--- config.mk ---
export PLATFORM = sky130hd
export DESIGN_NAME = timed_blind_position_tracker_unit
export DESIGN_NICKNAME = d
export VERILOG_FILES = /design/src/rtl/core/tbpt_pkg.sv /design/src/rtl/core/tbpt_mul.sv /design/src/rtl/core/tbpt_div.sv /design/src/rtl/core/timed_blind_position_tracker_unit.sv
export VERILOG_INCLUDE_DIRS = /design/src /design/src/rtl/core
export SDC_FILE = /design/constraint.sdc
export NUM_CORES = 1
export LEC_CHECK = 0
export ABC_AREA = 1
export BUFFER_PORTS_ARGS = -buffer_cell sky130_fd_sc_hd__buf_2
export CORE_AREA = 4 4 243 245
export CTS_CLUSTER_DIAMETER = 200
export DETAILED_ROUTE_END_ITERATION = 7
export DIE_AREA = 0 0 247 249
export GPL_TIMING_DRIVEN = 1
export PLACE_DENSITY = 0.7
export SYNTH_ARGS = -nofsm -noshare
export SYNTH_HDL_FRONTEND = slang
export SYNTH_SLANG_ARGS = --single-unit
--- constraint.sdc ---
create_clock -name clk -period 6.8 [get_ports clk]
set_clock_uncertainty 0.1 [all_clocks]
set_input_delay 0.68 -clock clk [delete_from_list [all_inputs] [get_ports clk]]
set_output_delay 0.68 -clock clk [all_outputs]
set_load 0.005 [all_outputs]
--- src/rtl/core/timed_blind_position_tracker_unit_macros.svh ---
// Assertion macros for the timed blind position tracker.
// Used by every module of the block; needs clk and arst_n in scope.
`ifndef TIMED_BLIND_POSITION_TRACKER_UNIT_MACROS_SVH
`define TIMED_BLIND_POSITION_TRACKER_UNIT_MACROS_SVH
`ifndef NO_ASSERTIONS
`define TBPT_ASSERT(lbl, prop, msg) \
	lbl: assert property (@(posedge clk) disable iff (!arst_n) prop) else $error(msg);
`define TBPT_ASSERT_NEXT(lbl, pre, post, msg) \
	lbl: assert property (@(posedge clk) disable iff (!arst_n) pre |=> post) else $error(msg);
`else
`define TBPT_ASSERT(lbl, prop, msg)
`define TBPT_ASSERT_NEXT(lbl, pre, post, msg)
`endif
`endif

--- src/rtl/core/tbpt_pkg.sv ---
`timescale 1ns / 1ps
// Shared types, codes and constants of the timed blind position tracker.
// No dependencies.
package tbpt_pkg;

	localparam int POS_W     = 7;
	localparam int DUR_W     = 22;
	localparam int PROD_W    = DUR_W + POS_W;
	localparam int TIME_W    = 32;
	localparam int TRAVEL_W  = 12;
	localparam int STEP_W    = $clog2(POS_W);

	localparam logic [POS_W-1:0]  FULL_POS      = 7'd100;
	localparam logic [DUR_W-1:0]  MIN_MOVE_MS   = 22'd300;
	localparam logic [TIME_W-1:0] REPORT_GAP_MS = 32'd500;

	typedef enum logic [2:0] {
		FN_OPEN   = 3'd0,
		FN_CLOSE  = 3'd1,
		FN_SETPOS = 3'd2,
		FN_STOP   = 3'd3,
		FN_TICK   = 3'd4
	} func_t;

	typedef enum logic [1:0] {
		MS_OPEN    = 2'd0,
		MS_CLOSED  = 2'd1,
		MS_OPENING = 2'd2,
		MS_CLOSING = 2'd3
	} motion_t;

	typedef enum logic [1:0] {
		CFG_OPEN_TRAVEL  = 2'd0,
		CFG_CLOSE_TRAVEL = 2'd1,
		CFG_SNAP_CLOSED  = 2'd2,
		CFG_SNAP_OPEN    = 2'd3
	} cfg_reg_t;

	typedef enum logic [1:0] {
		ACT_NONE,
		ACT_STOP,
		ACT_START,
		ACT_TICK
	} act_t;

	typedef enum logic [2:0] {
		S_IDLE,
		S_DECODE,
		S_ARITH,
		S_MUL,
		S_DIV,
		S_FINISH,
		S_EMIT
	} state_t;

	localparam logic KIND_RADIO  = 1'b0;
	localparam logic KIND_REPORT = 1'b1;

	typedef struct packed {
		logic             kind;
		logic             rf_open;
		logic             rf_long;
		logic [1:0]       st;
		logic [POS_W-1:0] pos;
	} result_t;

	typedef struct packed {
		logic busy;
		logic done;
	} unit_stat_t;

	function automatic result_t radio_res(input logic open_dir, input logic long_press);
		result_t r;
		r.kind    = KIND_RADIO;
		r.rf_open = open_dir;
		r.rf_long = long_press;
		r.st      = 2'd0;
		r.pos     = '0;
		return r;
	endfunction

	function automatic result_t report_res(input logic [1:0] st, input logic [POS_W-1:0] pos);
		result_t r;
		r.kind    = KIND_REPORT;
		r.rf_open = 1'b0;
		r.rf_long = 1'b0;
		r.st      = st;
		r.pos     = pos;
		return r;
	endfunction

	function automatic logic [POS_W-1:0] clamp_pos(input logic [POS_W:0] v);
		return (v > {1'b0, FULL_POS}) ? FULL_POS : v[POS_W-1:0];
	endfunction

endpackage

--- src/rtl/core/tbpt_mul.sv ---
`timescale 1ns / 1ps
// Bit-serial shift-add multiplier, one multiplier bit per cycle.
// Depends on tbpt_pkg and the assertion macro header.
`include "timed_blind_position_tracker_unit_macros.svh"
module tbpt_mul (
	input  logic                            clk,
	input  logic                            arst_n,
	input  logic                            start,
	input  logic [tbpt_pkg::DUR_W-1:0]      a,
	input  logic [tbpt_pkg::POS_W-1:0]      b,
	output tbpt_pkg::unit_stat_t            stat,
	output logic [tbpt_pkg::PROD_W-1:0]     prod
);
	import tbpt_pkg::*;

	logic [PROD_W-1:0] acc_q;
	logic [PROD_W-1:0] mcand_q;
	logic [POS_W-1:0]  mplier_q;
	logic [STEP_W-1:0] cnt_q;
	logic              busy_q;
	logic              done_q;

	always_ff @(posedge clk or negedge arst_n) begin
		if (!arst_n) begin
			busy_q <= 1'b0;
			done_q <= 1'b0;
			cnt_q  <= '0;
		end else begin
			done_q <= 1'b0;
			if (start) begin
				busy_q <= 1'b1;
				cnt_q  <= STEP_W'(POS_W - 1);
			end else if (busy_q) begin
				if (cnt_q == '0) begin
					busy_q <= 1'b0;
					done_q <= 1'b1;
				end else begin
					cnt_q <= cnt_q - 1'b1;
				end
			end
		end
	end

	always_ff @(posedge clk) begin
		if (start) begin
			acc_q    <= '0;
			mcand_q  <= PROD_W'(a);
			mplier_q <= b;
		end else if (busy_q) begin
			if (mplier_q[0])
				acc_q <= acc_q + mcand_q;
			mcand_q  <= {mcand_q[PROD_W-2:0], 1'b0};
			mplier_q <= {1'b0, mplier_q[POS_W-1:1]};
		end
	end

	assign stat.busy = busy_q;
	assign stat.done = done_q;
	assign prod      = acc_q;

	`TBPT_ASSERT(a_mul_start_idle, start |-> !busy_q, "multiplier started while busy")

endmodule

--- src/rtl/core/tbpt_div.sv ---
`timescale 1ns / 1ps
// Restoring divider, one quotient bit per cycle; quotient fits POS_W bits.
// Depends on tbpt_pkg and the assertion macro header.
`include "timed_blind_position_tracker_unit_macros.svh"
module tbpt_div (
	input  logic                            clk,
	input  logic                            arst_n,
	input  logic                            start,
	input  logic [tbpt_pkg::PROD_W-1:0]     num,
	input  logic [tbpt_pkg::DUR_W-1:0]      den,
	output tbpt_pkg::unit_stat_t            stat,
	output logic [tbpt_pkg::POS_W-1:0]      quot
);
	import tbpt_pkg::*;

	logic [PROD_W-1:0] rem_q;
	logic [PROD_W-1:0] dvs_q;
	logic [POS_W-1:0]  quot_q;
	logic [STEP_W-1:0] cnt_q;
	logic              busy_q;
	logic              done_q;
	logic              fits;

	assign fits = (rem_q >= dvs_q);

	always_ff @(posedge clk or negedge arst_n) begin
		if (!arst_n) begin
			busy_q <= 1'b0;
			done_q <= 1'b0;
			cnt_q  <= '0;
		end else begin
			done_q <= 1'b0;
			if (start) begin
				busy_q <= 1'b1;
				cnt_q  <= STEP_W'(POS_W - 1);
			end else if (busy_q) begin
				if (cnt_q == '0) begin
					busy_q <= 1'b0;
					done_q <= 1'b1;
				end else begin
					cnt_q <= cnt_q - 1'b1;
				end
			end
		end
	end

	always_ff @(posedge clk) begin
		if (start) begin
			rem_q  <= num;
			dvs_q  <= PROD_W'({den, {(POS_W - 1){1'b0}}});
			quot_q <= '0;
		end else if (busy_q) begin
			if (fits)
				rem_q <= rem_q - dvs_q;
			quot_q <= {quot_q[POS_W-2:0], fits};
			dvs_q  <= {1'b0, dvs_q[PROD_W-1:1]};
		end
	end

	assign stat.busy = busy_q;
	assign stat.done = done_q;
	assign quot      = quot_q;

	`TBPT_ASSERT(a_div_start_idle, start |-> !busy_q, "divider started while busy")

endmodule

--- src/rtl/core/timed_blind_position_tracker_unit.sv ---
`timescale 1ns / 1ps
// Timed blind position tracker: one command transaction at a time, up to three results.
// A move start passes through decode and the serial multiplier; a stop or tick that
// interpolates passes through decode, the multiplier and then the divider. Results then
// leave one per cycle while the consumer keeps up. A new command is taken only once the
// last result of the previous one is emitted; an ignored command goes straight back to idle.
// Reset (asynchronous): travel 30 s both ways, snaps 5 and 95, position 50, idle.
`include "timed_blind_position_tracker_unit_macros.svh"
module timed_blind_position_tracker_unit (
	input  logic                            clk,
	input  logic                            arst_n,
	input  logic                            cfg_write,
	input  logic [1:0]                      cfg_index,
	input  logic [tbpt_pkg::TRAVEL_W-1:0]   cfg_data,
	input  logic                            cmd_valid,
	output logic                            cmd_ready,
	input  logic [2:0]                      func,
	input  logic [7:0]                      goal_percent,
	input  logic [tbpt_pkg::TIME_W-1:0]     now_ms,
	output logic                            res_valid,
	input  logic                            res_ready,
	output logic                            result_kind,
	output logic                            rf_open,
	output logic                            rf_long,
	output logic [1:0]                      report_state,
	output logic [tbpt_pkg::POS_W-1:0]      report_pos,
	output logic                            last
);
	import tbpt_pkg::*;

	// configuration
	logic [TRAVEL_W-1:0] open_travel_q, close_travel_q;
	logic [POS_W-1:0]    snap_closed_q, snap_open_q;

	// tracker state
	logic [POS_W-1:0]  position_q, from_q, to_q;
	logic [TIME_W-1:0] start_time_q, last_rep_q;
	logic [DUR_W-1:0]  len_q;
	logic              moving_q, partial_q, heading_q;
	logic [1:0]        motion_q;

	// transaction and work registers
	state_t            state_q, state_d;
	logic [2:0]        func_q;
	logic [7:0]        goal_q;
	logic [TIME_W-1:0] now_q;
	act_t              act_q, act_d;
	logic              go_open_q, go_open_d;
	logic              go_partial_q, go_partial_d;
	logic [POS_W-1:0]  target_q, target_d;
	logic [TIME_W-1:0] elapsed_q;
	logic              due_q, complete_q, up_q;
	logic [POS_W-1:0]  pos_calc_q;
	logic [DUR_W-1:0]  dur_calc_q;
	result_t           res_q [3];
	result_t           res_d [3];
	logic [1:0]        n_q, n_d, idx_q;

	// output register
	logic              res_valid_q;
	result_t           out_q;
	logic              last_q;

	// units
	logic              mul_start, div_start;
	unit_stat_t        mul_stat, div_stat;
	logic [DUR_W-1:0]  mul_a;
	logic [POS_W-1:0]  mul_b;
	logic [PROD_W-1:0] mul_prod;
	logic [POS_W-1:0]  div_quot;

	logic              slot_free, emit, accept;
	logic [POS_W-1:0]  goal_clamped, snap_goal, span, diff, to_clamped;
	logic [DUR_W-1:0]  e_len;
	logic [TIME_W-1:0] dur_ten;
	logic              opposite;

	assign accept    = cmd_valid && cmd_ready;
	assign slot_free = !res_valid_q || res_ready;

	// ---- configuration ----
	always_ff @(posedge clk or negedge arst_n) begin
		if (!arst_n) begin
			open_travel_q  <= 12'd30;
			close_travel_q <= 12'd30;
			snap_closed_q  <= 7'd5;
			snap_open_q    <= 7'd95;
		end else if (cfg_write) begin
			case (cfg_index)
				CFG_OPEN_TRAVEL:  open_travel_q  <= cfg_data;
				CFG_CLOSE_TRAVEL: close_travel_q <= cfg_data;
				CFG_SNAP_CLOSED:  snap_closed_q  <= cfg_data[POS_W-1:0];
				CFG_SNAP_OPEN:    snap_open_q    <= cfg_data[POS_W-1:0];
				default: ;
			endcase
		end
	end

	// ---- command decode ----
	always_comb begin
		goal_clamped = (goal_q > {1'b0, FULL_POS}) ? FULL_POS : goal_q[POS_W-1:0];
		if (goal_clamped <= snap_closed_q)
			snap_goal = '0;
		else if (goal_clamped >= snap_open_q)
			snap_goal = FULL_POS;
		else
			snap_goal = goal_clamped;

		opposite = 1'b0;
		if (moving_q) begin
			case (func_q)
				FN_OPEN:   opposite = (motion_q == MS_CLOSING);
				FN_CLOSE:  opposite = (motion_q == MS_OPENING);
				FN_SETPOS: opposite = (snap_goal != position_q) &&
					((snap_goal > position_q) != (motion_q == MS_OPENING));
				default:   opposite = 1'b0;
			endcase
		end

		act_d        = ACT_NONE;
		go_open_d    = 1'b0;
		go_partial_d = 1'b0;
		target_d     = '0;
		case (func_q)
			FN_TICK: if (moving_q) act_d = ACT_TICK;
			FN_STOP: if (moving_q) act_d = ACT_STOP;
			FN_OPEN, FN_CLOSE, FN_SETPOS: begin
				if (opposite) begin
					act_d = ACT_STOP;
				end else if (func_q == FN_OPEN) begin
					act_d     = ACT_START;
					go_open_d = 1'b1;
					target_d  = FULL_POS;
				end else if (func_q == FN_CLOSE) begin
					act_d = ACT_START;
				end else if (snap_goal == '0) begin
					act_d = ACT_START;
				end else if (snap_goal == FULL_POS) begin
					act_d     = ACT_START;
					go_open_d = 1'b1;
					target_d  = FULL_POS;
				end else if ((snap_goal > position_q + 7'd1) ||
						(position_q > snap_goal + 7'd1)) begin
					act_d        = ACT_START;
					go_open_d    = (snap_goal > position_q);
					go_partial_d = 1'b1;
					target_d     = snap_goal;
				end
			end
			default: act_d = ACT_NONE;
		endcase
	end

	// ---- arithmetic operands ----
	assign span       = (target_q > position_q) ? target_q - position_q : position_q - target_q;
	assign diff       = (to_q >= from_q) ? to_q - from_q : from_q - to_q;
	assign e_len      = (elapsed_q < TIME_W'(len_q)) ? elapsed_q[DUR_W-1:0] : len_q;
	assign mul_a      = (act_q == ACT_START) ?
		DUR_W'(go_open_q ? open_travel_q : close_travel_q) : e_len;
	assign mul_b      = (act_q == ACT_START) ? span : diff;
	assign dur_ten    = TIME_W'({mul_prod, 3'b000}) + TIME_W'({mul_prod, 1'b0});
	assign to_clamped = clamp_pos({1'b0, to_q});

	tbpt_mul u_mul (
		.clk    (clk),
		.arst_n (arst_n),
		.start  (mul_start),
		.a      (mul_a),
		.b      (mul_b),
		.stat   (mul_stat),
		.prod   (mul_prod)
	);

	tbpt_div u_div (
		.clk    (clk),
		.arst_n (arst_n),
		.start  (div_start),
		.num    (mul_prod),
		.den    (len_q),
		.stat   (div_stat),
		.quot   (div_quot)
	);

	// ---- result list ----
	always_comb begin
		logic [1:0] k;
		k = '0;
		for (int i = 0; i < 3; i++)
			res_d[i] = '0;
		case (act_q)
			ACT_STOP: begin
				res_d[0] = radio_res(motion_q != MS_OPENING, 1'b0);
				res_d[1] = report_res((pos_calc_q == '0) ? MS_CLOSED : MS_OPEN, pos_calc_q);
				k = 2'd2;
			end
			ACT_START: begin
				res_d[0] = radio_res(go_open_q, 1'b1);
				res_d[1] = report_res(go_open_q ? MS_OPENING : MS_CLOSING, position_q);
				k = 2'd2;
			end
			ACT_TICK: begin
				if (due_q) begin
					res_d[k] = report_res(motion_q, pos_calc_q);
					k = k + 2'd1;
				end
				if (complete_q) begin
					if (partial_q) begin
						res_d[k] = radio_res(!heading_q, 1'b0);
						k = k + 2'd1;
					end
					res_d[k] = report_res((to_clamped == '0) ? MS_CLOSED : MS_OPEN,
						to_clamped);
					k = k + 2'd1;
				end
			end
			default: k = '0;
		endcase
		n_d = k;
	end

	// ---- sequencer ----
	always_ff @(posedge clk or negedge arst_n) begin
		if (!arst_n)
			state_q <= S_IDLE;
		else
			state_q <= state_d;
	end

	always_comb begin
		state_d   = state_q;
		cmd_ready = 1'b0;
		mul_start = 1'b0;
		div_start = 1'b0;
		emit      = 1'b0;
		case (state_q)
			S_IDLE: begin
				cmd_ready = 1'b1;
				if (cmd_valid)
					state_d = S_DECODE;
			end
			S_DECODE: state_d = (act_d == ACT_NONE) ? S_IDLE : S_ARITH;
			S_ARITH: begin
				if (act_q != ACT_START && len_q == '0) begin
					state_d = S_FINISH;
				end else begin
					mul_start = 1'b1;
					state_d   = S_MUL;
				end
			end
			S_MUL: begin
				if (mul_stat.done) begin
					if (act_q == ACT_START) begin
						state_d = S_FINISH;
					end else begin
						div_start = 1'b1;
						state_d   = S_DIV;
					end
				end
			end
			S_DIV: if (div_stat.done) state_d = S_FINISH;
			S_FINISH: state_d = (n_d == '0) ? S_IDLE : S_EMIT;
			S_EMIT: begin
				if (slot_free) begin
					emit = 1'b1;
					if (idx_q == n_q - 2'd1)
						state_d = S_IDLE;
				end
			end
			default: state_d = S_IDLE;
		endcase
	end

	// ---- work registers ----
	always_ff @(posedge clk) begin
		if (accept) begin
			func_q <= func;
			goal_q <= goal_percent;
			now_q  <= now_ms;
		end
		if (state_q == S_DECODE) begin
			act_q        <= act_d;
			go_open_q    <= go_open_d;
			go_partial_q <= go_partial_d;
			target_q     <= target_d;
			elapsed_q    <= now_q - start_time_q;
			due_q        <= (now_q - last_rep_q) > REPORT_GAP_MS;
		end
		if (state_q == S_ARITH) begin
			complete_q <= elapsed_q >= TIME_W'(len_q);
			up_q       <= to_q >= from_q;
			if (len_q == '0)
				pos_calc_q <= clamp_pos({1'b0, (act_q == ACT_STOP) ? from_q : to_q});
		end
		if (state_q == S_MUL && mul_stat.done)
			dur_calc_q <= (dur_ten < TIME_W'(MIN_MOVE_MS)) ? MIN_MOVE_MS : dur_ten[DUR_W-1:0];
		if (state_q == S_DIV && div_stat.done)
			pos_calc_q <= up_q ? clamp_pos({1'b0, from_q} + {1'b0, div_quot}) :
				clamp_pos({1'b0, from_q} - {1'b0, div_quot});
		if (state_q == S_FINISH) begin
			for (int i = 0; i < 3; i++)
				res_q[i] <= res_d[i];
			n_q   <= n_d;
		end
	end

	always_ff @(posedge clk or negedge arst_n) begin
		if (!arst_n)
			idx_q <= '0;
		else if (state_q == S_FINISH)
			idx_q <= '0;
		else if (emit)
			idx_q <= idx_q + 2'd1;
	end

	// ---- tracker state ----
	always_ff @(posedge clk or negedge arst_n) begin
		if (!arst_n) begin
			position_q   <= 7'd50;
			from_q       <= 7'd50;
			to_q         <= 7'd50;
			start_time_q <= '0;
			len_q        <= '0;
			moving_q     <= 1'b0;
			partial_q    <= 1'b0;
			heading_q    <= 1'b0;
			motion_q     <= MS_OPEN;
			last_rep_q   <= '0;
		end else if (state_q == S_FINISH) begin
			case (act_q)
				ACT_STOP: begin
					position_q <= pos_calc_q;
					moving_q   <= 1'b0;
					partial_q  <= 1'b0;
					motion_q   <= (pos_calc_q == '0) ? MS_CLOSED : MS_OPEN;
				end
				ACT_START: begin
					moving_q     <= 1'b1;
					partial_q    <= go_partial_q;
					heading_q    <= go_open_q;
					motion_q     <= go_open_q ? MS_OPENING : MS_CLOSING;
					from_q       <= position_q;
					to_q         <= target_q;
					start_time_q <= now_q;
					len_q        <= dur_calc_q;
				end
				ACT_TICK: begin
					if (due_q)
						last_rep_q <= now_q;
					if (complete_q) begin
						moving_q   <= 1'b0;
						partial_q  <= 1'b0;
						position_q <= to_clamped;
						motion_q   <= (to_clamped == '0) ? MS_CLOSED : MS_OPEN;
					end
				end
				default: ;
			endcase
		end
	end

	// ---- output register ----
	always_ff @(posedge clk or negedge arst_n) begin
		if (!arst_n)
			res_valid_q <= 1'b0;
		else if (emit)
			res_valid_q <= 1'b1;
		else if (res_ready)
			res_valid_q <= 1'b0;
	end

	always_ff @(posedge clk) begin
		if (emit) begin
			out_q  <= res_q[idx_q];
			last_q <= (idx_q == n_q - 2'd1);
		end
	end

	assign res_valid    = res_valid_q;
	assign result_kind  = out_q.kind;
	assign rf_open      = out_q.rf_open;
	assign rf_long      = out_q.rf_long;
	assign report_state = out_q.st;
	assign report_pos   = out_q.pos;
	assign last         = last_q;

	`TBPT_ASSERT(a_moving_dir, moving_q |-> (motion_q == MS_OPENING || motion_q == MS_CLOSING), "moving without direction")
	`TBPT_ASSERT(a_rest_state, !moving_q |-> (motion_q == MS_OPEN || motion_q == MS_CLOSED), "at rest in a moving state")
	`TBPT_ASSERT(a_pos_range, position_q <= FULL_POS, "position above full open")
	`TBPT_ASSERT_NEXT(a_accept_decode, accept, state_q == S_DECODE, "accepted transaction not decoded")

endmodule
==> out/qor.log <==
[status] outcome finished, final reports clean
[timing] slew at the pin with the worst max-slew slack 1150 ps
[timing] highest clock frequency the design can meet 0.189 GHz
[yosys] cell area after synthesis 28,300 µm²
[timing] Max transition margin 22.8%
[placement] number of placed cells counting well taps 4,067
[hold_path] class of the tightest hold or removal check in2reg
[floorplan] area of the core 57,100 µm²
[detailed_routing] detailed-routing iteration count for the pre-antenna-repair pass 7
[worst_setup_path] data arrival time of the worst path 5560 ps
[detailed_routing] wire per inst 16.5 µm
[detailed_routing] Post-DRT Antenna Nets 0
[clocking] CTS max path bufs 3
[power_and_ir_drop] P_leak 13.8 nW
[yosys] number of enable flip-flop cells after synthesis 243
[clocking] total clock buffers created by CTS 51
[placement] number of buffers added on ports 76
[worst_setup_path] CP max-delay cell o41ai_1
[yosys] count of mapped cells out of synthesis 3,281
[global_route] vias in the first global route 21,700
[floorplan] Site Rows 88
[floorplan] vertical die dimension 249 µm
[placement] detailed placer's ending HPWL 51,600 µm
[final_layout] Area growth syn-to-layout 10.2%
[timing] RSZ-0062 raised after global routing no
[worst_setup_path] Worst Setup End Kind register
[final_layout] Post-Route Utilization 54.6%
[timing] number of hold violations in the final report 0
[worst_setup_path] terminus of the critical flop-to-flop path target_q[6]
[timing] Final period util 77.8%
[power_and_ir_drop] power per cell area 189 nW/µm²
[worst_setup_path] startpoint kind of the worst setup timing path register
[yosys] number of distinct library cells after synthesis 66
[global_route] global-route usage over all layers 22.2%
[yosys] number of warnings printed during yosys synthesis 0
[detailed_routing] Detailed Route Iter0 Violations 1,681
[yosys] Avg Cell Area, Syn 8.63 µm²
[worst_setup_path] flop-to-flop setup slack 1510 ps
[final_layout] fillers 5,215
[global_route] initial antenna violation count 0
[yosys] post-synthesis async set-or-reset flop share 36.0%
[detailed_routing] total number of vias 22,600
[final_layout] Sequential Area 12,400 µm²
[yosys] #FFs+latches synth 456
[timing] least setup slack across all paths after layout 1510 ps
[global_route] global-route wire length before repair 111,000 µm
[clocking] CTS tree built
[clocking] insertion delay to the later sink of the worst-skew pair 610 ps
[clocking] CTS H-tree lvls 2
[yosys] Syn Nets 3,604
[global_route] residual overflow from global routing 0
[worst_setup_path] worst path required time 7070 ps
[yosys] share of synthesized area occupied by flip-flops and latches 43.9%
[yosys] most used flip-flop cell after synthesis edfxtp_1
[placement] global placement routability congestion 0.918
[floorplan] width of the die 247 µm
[final_layout] fin cells 4,162
[clocking] CTS root buffer clkbuf_16
[worst_setup_path] end point of the critical path target_q[6]
[floorplan] initial core utilization 49.5%
[worst_setup_path] longest individual stage delay on the worst path 480 ps
[power_and_ir_drop] clock power share 46.1%
[worst_setup_path] launching instance or port of the critical path goal_q[3]
[floorplan] IO Pins 77
[worst_setup_path] worst setup path category reg2reg
[timing] final total negative setup slack 0 ps
[flow_run] Max Cap Violations 0
[power_and_ir_drop] Tot Pwr 0.00589 W
[power_and_ir_drop] design internal power 0.00458 W
[floorplan] Die Area 61,500 µm²
[worst_setup_path] critical path fanouts, max 9
[clocking] CTS resizes 0
[detailed_routing] average via count per standard cell 5.42
[timing] post-layout min period 5290 ps
[final_layout] total area of multi-input combinational cells 14,000 µm²
[power_and_ir_drop] Net Sw Power 0.00131 W
[clocking] clock edge transition at the registers on the reported setup and hold paths 60 ps
[detailed_routing] Routed Wire Length 68,800 µm
[global_route] pin count of the biggest net entering global routing 76
[timing] max-slew violation count 0
[final_layout] antenna cells 0
[final_layout] Layout Nets 3,679
[timing] final setup fails 0
[clocking] Sink Count 456
[worst_setup_path] reg-to-reg startpoint goal_q[3]
[power_and_ir_drop] Gate power share 3.6%
[power_and_ir_drop] switching power as a share of total power 22.3%
[detailed_routing] DRC viols 0
[power_and_ir_drop] VDD IR max 0.000214 V
[power_and_ir_drop] Reg power frac 50.3%
[placement] pre-CTS setup slack 1550 ps
[final_layout] ratio of cells with drive above 1 in the final layout 8.54%
[worst_setup_path] cell with the most instances on the worst path inv_1
[worst_setup_path] worst r2r path cells 31
## Yosys cell counts, types with 15 or more instances
master / n / share of area [%]
dfxtp_1: 49 / 3.5
o21bai_1: 15 / 0.40
clkbuf_1: 73 / 0.97
a22oi_1: 15 / 0.40
edfxtp_1: 243 / 26
nand2_1: 569 / 7.5
o21ai_0: 261 / 4.6
nor2_1: 307 / 4.1
nand3_1: 78 / 1.4
o22ai_1: 41 / 0.91
ha_1: 250 / 11
inv_1: 429 / 5.7
nor3_1: 30 / 0.53
xor2_1: 82 / 2.5
o221ai_1: 16 / 0.50
a31oi_1: 21 / 0.46
nor4_1: 17 / 0.38
nand4_1: 33 / 0.73
dfstp_2: 25 / 2.3
o31ai_1: 18 / 0.48
a21oi_1: 305 / 5.4
dfrtp_1: 139 / 12
xnor2_1: 64 / 2.0
## cell type report
type                       count  share of cell area, %
inverter                     437                   5.26
timing repair buffer          96                   1.73
sequential                   456                   39.8
tap                          765                   3.07
clock buffer                  68                   4.59
multi-input combinational   2314                   44.9
clock inverter                26                  0.670
## through the flow
stage / hold slack, ps / area, µm²
2_1_floorplan: 284 / 28300
3_3_place_gp: 366 / 29500
3_5_place_dp: 373 / 29500
4_1_cts: 111 / 31200
5_1_grt: 124 / 31200
6_report: 142 / 31200
## power by group through the flow
stage	Sequential (W)	Clock [W]	Combinational, W
after floorplan	0.00301	0	0.000139
after global placement	0.00301	0	0.000208
after detailed placement	0.00301	0	0.000214
after CTS	0.00296	0.00277	0.000215
after global routing	0.00296	0.00289	0.000246
final	0.00296	0.00272	0.000212
## sequential cells by signal (all words and copies together) (netlist names), 12 cells and up
| register | flops |
|---|---|
| u_div.dvs_q | 28 |
| close_travel_q | 12 |
| last_rep_q | 32 |
| now_q | 32 |
| u_div.rem_q | 29 |
| u_mul.prod | 29 |
| elapsed_q | 32 |
| dur_calc_q | 21 |
| open_travel_q | 12 |
| u_mul.mcand_q | 29 |
| len_q | 21 |
| res_q | 31 |
| start_time_q | 32 |
## critical path, delay by kind of cell, from the launching register on
| kind | cells | cell delay (ps) |
|---|---|---|
| compound gates | 3 | 830 |
| simple gates | 17 | 2190 |
| xor+xnor | 1 | 170 |
| flops | 1 | 470 |
| buf+inv | 8 | 680 |
| fa+ha+maj | 2 | 610 |
## timing repair
| item | CTS | global route |
|---|---|---|
| hold endpoints to repair | 45 | 0 |
| hold buffers | 1 | 0 |
| buffers inserted | 0 | 0 |
## placed cells by master, fill, tap and decap left out, types with 16 or more instances in the layout
cell,count
clkbuf_16,52
a31oi_1,21
a21oi_1,305
dfstp_2,25
o21ai_0,260
edfxtp_1,243
buf_2,75
nand2_1,568
o221ai_1,16
nand3_1,78
nand4_1,33
nor4_1,17
dfxtp_1,49
xnor2_1,64
nor3_1,28
ha_1,250
dfrtp_1,139
inv_1,429
o22ai_1,41
xor2_1,82
buf_4,19
nor2_1,304
o31ai_1,18
## routing by layer
metal / global-route usage [%] / up-vias / part of all wire [%]
met5: 0 / - / 0
met4: 6.39 / 0 / 2.7
met3: 2.84 / 125 / 5.2
met2: 36.6 / 526 / 47
met1: 30.8 / 10600 / 46
li1: - / 11400 / -
## cells by family after synthesis
group	share of synthesized area [%]
and+or+nand+nor	16.2
xor gates and xnor gates	4.52
muxes	0.336
buffers and inverters	6.78
adders and majority gates	11.8
DFF	43.9
AOI/OAI and AO/OA	16.5
## worst min-delay path by stage
stage,start,endpoint,slack [ps],depth (start not counted)
floorplan,arst_n,close_travel_q[0],280,0
global placement,u_mul.mcand_q[28],u_mul.mcand_q[28],370,2
detailed placement,close_travel_q[0],close_travel_q[0],370,2
CTS,func[2],func_q[2],110,1
global route,func[2],func_q[2],120,1
finish,func[2],func_q[2],140,1
(Power assumes the default switching activity.)
